## config.mk

```make
export PLATFORM = sky130hd
export DESIGN_NAME = multi_stack_shared_store_top
export DESIGN_NICKNAME = d
export VERILOG_FILES = /design/src/hdl/mss_pkg.sv /design/src/hdl/mss_ram.sv /design/src/hdl/multi_stack_shared_store_top.sv
export SDC_FILE = /design/constraint.sdc
export NUM_CORES = 1
export LEC_CHECK = 0
export ABC_AREA = 0
export BUFFER_PORTS_ARGS = -buffer_cell sky130_fd_sc_hd__clkbuf_2
export CAP_MARGIN = 20
export CORE_MARGIN = 5
export CORE_UTILIZATION = 60
export DETAILED_ROUTE_END_ITERATION = 8
export PLACE_DENSITY = 0.86
export SKIP_LAST_GASP = 1
export SLEW_MARGIN = 20
export SYNTH_ARGS = -nofsm -noshare
export SYNTH_HDL_FRONTEND = slang
export SYNTH_SLANG_ARGS = --single-unit
export TNS_END_PERCENT = 100
```

## constraint.sdc

```tcl
create_clock -name clk -period 11.62 [get_ports clk]
set_clock_uncertainty 0.05 [all_clocks]
set_input_delay 1.162 -clock clk [delete_from_list [all_inputs] [get_ports clk]]
set_output_delay 1.162 -clock clk [all_outputs]
set_load 0.01 [all_outputs]
```

## src/hdl/mss_pkg.sv

```systemverilog
// Shared types and constants for the multi-stack shared store.
// Holds field widths, operation and status codes and the result word type.
// No dependencies.
`timescale 1ns / 1ps

package mss_pkg;

	localparam int MODE_W   = 1;
	localparam int SID_W    = 2;
	localparam int VALUE_W  = 32;
	localparam int STATUS_W = 2;
	localparam int SLOT_F_W = 4;

	localparam logic [MODE_W-1:0] MODE_PUSH = 1'b0;
	localparam logic [MODE_W-1:0] MODE_POP  = 1'b1;

	typedef enum logic [STATUS_W-1:0] {
		STATUS_DONE      = 2'd0,
		STATUS_OVERFLOW  = 2'd1,
		STATUS_UNDERFLOW = 2'd2
	} status_t;

	typedef struct packed {
		status_t               status;
		logic [VALUE_W-1:0]    popped_value;
		logic [SLOT_F_W-1:0]   slot;
	} res_t;

endpackage

```

## src/hdl/mss_ram.sv

```systemverilog
// Generic single-clock RAM with one write port and one registered read port.
// No dependencies.
`timescale 1ns / 1ps

module mss_ram #(
	parameter int WIDTH = 32,
	parameter int DEPTH = 16,
	parameter int AW    = (DEPTH > 1) ? $clog2(DEPTH) : 1
) (
	input  logic             clk,
	input  logic             we,
	input  logic [AW-1:0]    waddr,
	input  logic [WIDTH-1:0] wdata,
	input  logic [AW-1:0]    raddr,
	output logic [WIDTH-1:0] rdata
);

	logic [WIDTH-1:0] mem [DEPTH];

	always_ff @(posedge clk) begin
		if (we) begin
			mem[waddr] <= wdata;
		end
		rdata <= mem[raddr];
	end

endmodule

```

## src/hdl/multi_stack_shared_store_top.sv

```systemverilog
// Top level of the multi-stack shared store: sequencer, free list and output stage.
// Depends on mss_pkg and mss_ram (data, link and stack-top memories).
// A push or any error gives its result from S_LOOK, once the stack-top memory has
// been read; a successful pop goes on to S_POP for the dependent reads of the link
// and data memories. One word is in work at a time: no input word is taken until
// the last one is through and the skid register is empty. Reset is asynchronous and
// needs no clearing pass: stack tops carry valid bits and a high-water counter
// stands in for the initial free list.
`timescale 1ns / 1ps

module multi_stack_shared_store_top
	import mss_pkg::*;
#(
	parameter int SLOTS      = 16,
	parameter int NUM_STACKS = 4
) (
	input  logic        clk,
	input  logic        arst_n,
	input  logic        s_axis_tvalid,
	output logic        s_axis_tready,
	input  logic [31:0] s_axis_tdata,  // value[31:0]
	input  logic [2:0]  s_axis_tuser,  // mode[0], stack_id[2:1]
	output logic        m_axis_tvalid,
	input  logic        m_axis_tready,
	output logic [39:0] m_axis_tdata,  // popped_value[31:0], slot[35:32], zero fill
	output logic [1:0]  m_axis_tuser   // status[1:0]
);

	localparam int SLOT_W = $clog2(SLOTS);
	localparam int LINK_W = $clog2(SLOTS + 1);
	localparam int TOP_AW = (NUM_STACKS > 1) ? $clog2(NUM_STACKS) : 1;
	localparam logic [LINK_W-1:0] NULL_LINK = LINK_W'(SLOTS);

	typedef enum logic [1:0] {S_IDLE, S_LOOK, S_POP} state_t;

	state_t               state_q;
	logic [MODE_W-1:0]    mode_q;
	logic [SID_W-1:0]     sid_q;
	logic [VALUE_W-1:0]   val_q;
	logic [LINK_W-1:0]    top_q;
	logic [LINK_W-1:0]    free_head_q;
	logic [LINK_W-1:0]    hwm_q;
	logic [NUM_STACKS-1:0] top_vld_q;

	res_t out_q, skid_q, fin_res;
	logic out_valid_q, skid_valid_q, fin_valid;

	logic [TOP_AW+SID_W-1:0] sid_ext, sid_in_ext;
	logic [TOP_AW-1:0]       sid_addr;
	logic                    in_range;

	logic [LINK_W-1:0]  tops_rdata, link_rdata, top_rd, link_clean, push_next;
	logic [VALUE_W-1:0] data_rdata;
	logic               fresh, in_acc, drain;

	logic                tops_we, link_we, data_we;
	logic [LINK_W-1:0]   tops_wdata, link_wdata;
	logic [SLOT_W-1:0]   link_waddr, link_raddr, data_waddr;
	logic [LINK_W-1:0]   slot_sel;
	logic [LINK_W+SLOT_F_W-1:0] slot_ext;

	assign sid_ext    = {{TOP_AW{1'b0}}, sid_q};
	assign sid_in_ext = {{TOP_AW{1'b0}}, s_axis_tuser[2:1]};
	assign sid_addr   = sid_ext[TOP_AW-1:0];
	assign in_range   = sid_ext < (TOP_AW + SID_W)'(NUM_STACKS);

	assign top_rd     = (in_range && top_vld_q[sid_addr]) ? tops_rdata : NULL_LINK;
	assign link_clean = (link_rdata >= NULL_LINK) ? NULL_LINK : link_rdata;
	assign fresh      = free_head_q >= hwm_q;
	assign push_next  = fresh ? (free_head_q + LINK_W'(1)) : link_clean;

	assign in_acc = s_axis_tvalid && s_axis_tready;
	assign drain  = out_valid_q && m_axis_tready;
	assign s_axis_tready = (state_q == S_IDLE) && !skid_valid_q;

	assign link_raddr = (state_q == S_IDLE) ? free_head_q[SLOT_W-1:0] : top_rd[SLOT_W-1:0];
	assign slot_ext   = {{SLOT_F_W{1'b0}}, slot_sel};

	always_comb begin
		tops_we    = 1'b0;
		tops_wdata = top_rd;
		link_we    = 1'b0;
		link_waddr = free_head_q[SLOT_W-1:0];
		link_wdata = top_rd;
		data_we    = 1'b0;
		data_waddr = free_head_q[SLOT_W-1:0];
		fin_valid  = 1'b0;
		slot_sel   = '0;
		fin_res.status       = STATUS_DONE;
		fin_res.popped_value = '0;
		unique case (state_q)
			S_IDLE: begin
			end
			S_LOOK: begin
				if (mode_q == MODE_PUSH) begin
					fin_valid = 1'b1;
					if (!in_range || free_head_q >= NULL_LINK) begin
						fin_res.status = STATUS_OVERFLOW;
					end else begin
						tops_we    = 1'b1;
						tops_wdata = free_head_q;
						link_we    = 1'b1;
						data_we    = 1'b1;
						slot_sel   = free_head_q;
					end
				end else if (top_rd >= NULL_LINK) begin
					fin_valid      = 1'b1;
					fin_res.status = STATUS_UNDERFLOW;
				end
			end
			S_POP: begin
				fin_valid            = 1'b1;
				fin_res.popped_value = data_rdata;
				slot_sel             = top_q;
				tops_we              = 1'b1;
				tops_wdata           = link_clean;
				link_we              = 1'b1;
				link_waddr           = top_q[SLOT_W-1:0];
				link_wdata           = free_head_q;
			end
			default: begin
			end
		endcase
		fin_res.slot = slot_ext[SLOT_F_W-1:0];
	end

	always_ff @(posedge clk or negedge arst_n) begin
		if (!arst_n) begin
			state_q     <= S_IDLE;
			mode_q      <= MODE_PUSH;
			sid_q       <= '0;
			val_q       <= '0;
			top_q       <= NULL_LINK;
			free_head_q <= '0;
			hwm_q       <= '0;
			top_vld_q   <= '0;
		end else begin
			if (tops_we) begin
				top_vld_q[sid_addr] <= 1'b1;
			end
			unique case (state_q)
				S_IDLE: begin
					if (in_acc) begin
						mode_q  <= s_axis_tuser[0];
						sid_q   <= s_axis_tuser[2:1];
						val_q   <= s_axis_tdata;
						state_q <= S_LOOK;
					end
				end
				S_LOOK: begin
					if (mode_q == MODE_PUSH) begin
						if (data_we) begin
							free_head_q <= push_next;
							if (fresh) begin
								hwm_q <= hwm_q + LINK_W'(1);
							end
						end
						state_q <= S_IDLE;
					end else if (top_rd >= NULL_LINK) begin
						state_q <= S_IDLE;
					end else begin
						top_q   <= top_rd;
						state_q <= S_POP;
					end
				end
				S_POP: begin
					free_head_q <= top_q;
					state_q     <= S_IDLE;
				end
				default: begin
					state_q <= S_IDLE;
				end
			endcase
		end
	end

	always_ff @(posedge clk or negedge arst_n) begin
		if (!arst_n) begin
			out_valid_q  <= 1'b0;
			skid_valid_q <= 1'b0;
			out_q        <= '0;
			skid_q       <= '0;
		end else if (!out_valid_q || drain) begin
			if (skid_valid_q) begin
				out_q        <= skid_q;
				out_valid_q  <= 1'b1;
				skid_valid_q <= 1'b0;
			end else if (fin_valid) begin
				out_q       <= fin_res;
				out_valid_q <= 1'b1;
			end else begin
				out_valid_q <= 1'b0;
			end
		end else if (fin_valid) begin
			skid_q       <= fin_res;
			skid_valid_q <= 1'b1;
		end
	end

	assign m_axis_tvalid = out_valid_q;
	assign m_axis_tuser  = out_q.status;
	assign m_axis_tdata  = {4'b0, out_q.slot, out_q.popped_value};

	mss_ram #(
		.WIDTH(LINK_W),
		.DEPTH(NUM_STACKS),
		.AW   (TOP_AW)
	) u_tops_ram (
		.clk  (clk),
		.we   (tops_we),
		.waddr(sid_addr),
		.wdata(tops_wdata),
		.raddr(sid_in_ext[TOP_AW-1:0]),
		.rdata(tops_rdata)
	);

	mss_ram #(
		.WIDTH(LINK_W),
		.DEPTH(SLOTS),
		.AW   (SLOT_W)
	) u_link_ram (
		.clk  (clk),
		.we   (link_we),
		.waddr(link_waddr),
		.wdata(link_wdata),
		.raddr(link_raddr),
		.rdata(link_rdata)
	);

	mss_ram #(
		.WIDTH(VALUE_W),
		.DEPTH(SLOTS),
		.AW   (SLOT_W)
	) u_data_ram (
		.clk  (clk),
		.we   (data_we),
		.waddr(data_waddr),
		.wdata(val_q),
		.raddr(top_rd[SLOT_W-1:0]),
		.rdata(data_rdata)
	);

endmodule

```

==> results.py <==
metrics = {
    "yosys": {
        "postSynthAreaPerCell_sq_um": 14.9,
        "synthSimpleGateAreaFrac_pct": 7.99,
        "synth_most_common_cell": "edfxtp_1",
        "synth_seq_cells": 788,
        "synth-async-reset-ratio_pct": 17.0,
        "synth-compound-area-share_pct": 8.08,
        "ys_seq_area_share_pct": 73.1,
        "yosysTopAreaCellShare_pct": 59.5,
        "synth_commonest_cells": "edfxtp_1, nand2_1, dfrtp_1",
        "synthMuxAreaShare_pct": 7.89,
        "synth.distinct_cells": 63,
        "synth.cell_area_sq_mm": 0.0309,
        "ys_top_cells_by_area": "edfxtp_1, dfrtp_1, mux2i_1",
        "yosys.area.top_type": "edfxtp_1",
        "synth_warnings": 0,
        "synth_edf_count": 612,
        "synthAdderAreaFrac_pct": 0.527,
        "syn_inst": 2070,
        "synth_xor_xnor_area_share_pct": 0.199,
        "synthFlopType": "edfxtp_1",
        "synth_top_family_by_area": "compound AO/OA/AOI/OAI gates",
    },
    "timing": {
        "timing.final.ws_setup_ns": 7.97,
        "tightest_slew_ns": 1.08,
        "finalSetupViolCount": 0,
        "slew_viol_final": 0,
        "fmax_mhz": 274,
        "setup_tns_ns": 0,
        "final_hold_viol_count": 0,
        "slew_headroom_pct": 27.9,
        "period_needed_ns": 3.65,
        "rsz0062_at_grt": "no",
        "period_share_pct": 31.4,
    },
    "critical_path": {
        "r2r_start": "state_q[1]",
        "rr_worst_depth": 6,
        "cp_max_fo": 11,
        "cp.required_ns": 10.41,
        "crit_type": "reg -> out",
        "arrival_ns": 2.44,
        "critical_path.startpoint_type": "flop",
        "worst_r2r_endpoint": "u_data_ram.mem[9][8]",
        "r2r_slack_ns": 8.05,
        "startpoint": "state_q[0]",
        "end_kind": "output port",
    },
    "grt": {
        "grt_pass1_wl_microns": 109000,
        "grt_pass1_vias": 18620,
        "overflow": 0,
        "antenna_found_initial": 0,
        "grt_util_all_layers_pct": 25.1,
        "grt_max_degree": 78,
    },
    "die": {
        "start_util_pct": 60.3,
        "die_w_microns": 237,
        "core_area_sq_mm": 0.0512,
        "boundaryPins": 83,
        "dieArea_sq_mm": 0.0561,
        "core.rowCount": 83,
        "die_h_microns": 237,
    },
    "cts": {
        "worstSkewPairLatency_ns": 0.63,
        "clk_pin_slew_worst_paths_ns": 0.06,
        "cts_hold_buf": 0,
        "cts_buffers": 77,
        "cts_setup_buffers": 0,
        "cts_tree": "done",
        "h-tree-depth": 3,
        "post_cts_resized": 0,
        "cts_num_sinks": 788,
        "cts_root_buf": "clkbuf_16",
        "clk_path_buf_depth": 3,
    },
    "layout": {
        "finalInstanceArea_sq_mm": 0.0346,
        "utilization_pct": 67.5,
        "final_cell_count_no_fill": 2871,
        "final_nets": 2178,
        "antenna_cells": 0,
        "fill_cells": 3139,
        "syn2layout_area_growth_pct": 11.9,
        "drive_gt1_share_pct": 15.9,
    },
    "min_path": {
        "hp-class": "reg -> reg",
        "min_from": "top_q[4]",
        "holdPathStages": 2,
        "whs_endpoint": "top_q[4]",
    },
    "placement": {
        "place_area_sq_mm": 0.0320,
        "hpwl_microns": 40500,
        "portBuffers": 78,
        "pre_cts_ws_ns": 8.15,
        "gp_congestion": 0.919,
        "post-place-cells": 2727,
    },
    "run": {
        "drv_cap": 0,
    },
    "power": {
        "ir_worst_vdd_mv": 0.144,
        "power_leakage_nw": 12.4,
        "powerDensity_mw_per_mm2": 243,
    },
    "routing": {
        "wl_per_cell_microns": 25.1,
        "ant_nets": 0,
        "drc_errors": 0,
        "drt-total-wl_microns": 72000,
        "via_count": 18875,
        "initialDrtViolationCount": 2740,
        "via_per_inst": 6.57,
        "first_pass_iters": 6,
    },
    "run_status": {
        "status": "finished, final reports clean",
    },
}
## routing by layer
layer  up-vias  track usage (%)  part of all wire [%]
met5         -                0                     0
met4         0             9.27                   3.1
met3       193             5.43                    12
met2      1321             39.8                    48
met1      9330             35.0                    38
li1       8031                -                     -
## critical path, stage by stage (launching register included)
cell	delay (ns)
dfrtp_1	0.39
inv_1	0.11
ha_1	0.44
inv_1	0.37
nor2_1	0.30
clkbuf_2	0.19
## how the worst max path moves through the flow
| stage | endpoint | depth (start not counted) |
|---|---|---|
| 2_1_floorplan | u_data_ram.mem[2][0] | 6 |
| 3_3_place_gp | m_axis_tdata[35] | 6 |
| 3_5_place_dp | u_link_ram.mem[12][3] | 6 |
| 4_1_cts | s_axis_tready | 5 |
| 5_1_grt | u_link_ram.mem[12][4] | 6 |
| 6_report | s_axis_tready | 5 |
## registers in the layout, summed over array words and instances (netlist names), 4 cells and up
| register | cells |
|---|---|
| top_vld_q | 4 |
| u_data_ram.mem | 512 |
| val_q | 32 |
| u_tops_ram.rdata | 5 |
| u_tops_ram.mem | 20 |
| skid_q | 38 |
| u_link_ram.rdata | 5 |
| m_axis_tdata | 36 |
| hwm_q | 5 |
| u_link_ram.mem | 80 |
| top_q | 5 |
| free_head_q | 5 |
| u_data_ram.rdata | 32 |
## where the power goes
part	total [mW]	switching, mW	internal (mW)
registers	4.11	0.483	3.62
clock network	2.51	1.06	1.46
logic	1.78	1.21	0.577
## final cells by class
type	instances	area, sq um	area share, %
inverter	23	86.3	0.250
timing repair buffer	116	682	1.97
multi-input combinational	1120	7790	22.5
clock inverter	38	439	1.27
tap	680	851	2.46
clock buffer	106	2130	6.16
sequential	788	22600	65.3
## cells by family after synthesis
kind of cell	Yosys count
simple gates	538
mux	191
fa+ha+maj	13
flops	788
compound gates	367
buf+inv	165
other cells	1
xor+xnor	7
## layout by cell type (no fill, tap or decap), types with 39 or more instances in the layout
cell type / instances
dfxtp_1: 39
mux2_2: 39
nor2_1: 47
o21ai_0: 100
clkbuf_16: 79
nand3_1: 83
mux2i_1: 113
nand2_1: 251
dfrtp_1: 133
clkbuf_2: 77
a21oi_1: 76
edfxtp_1: 612
## per-stage QoR
step                      total power, mW  hold slack, ns
after floorplan                      5.15           0.384
after global placement               5.75           0.399
after detailed placement             5.86           0.405
after CTS                            8.36           0.415
after global routing                 8.71           0.430
final                                8.40           0.417
No activity file was read; power rests on OpenSTA's default activity.
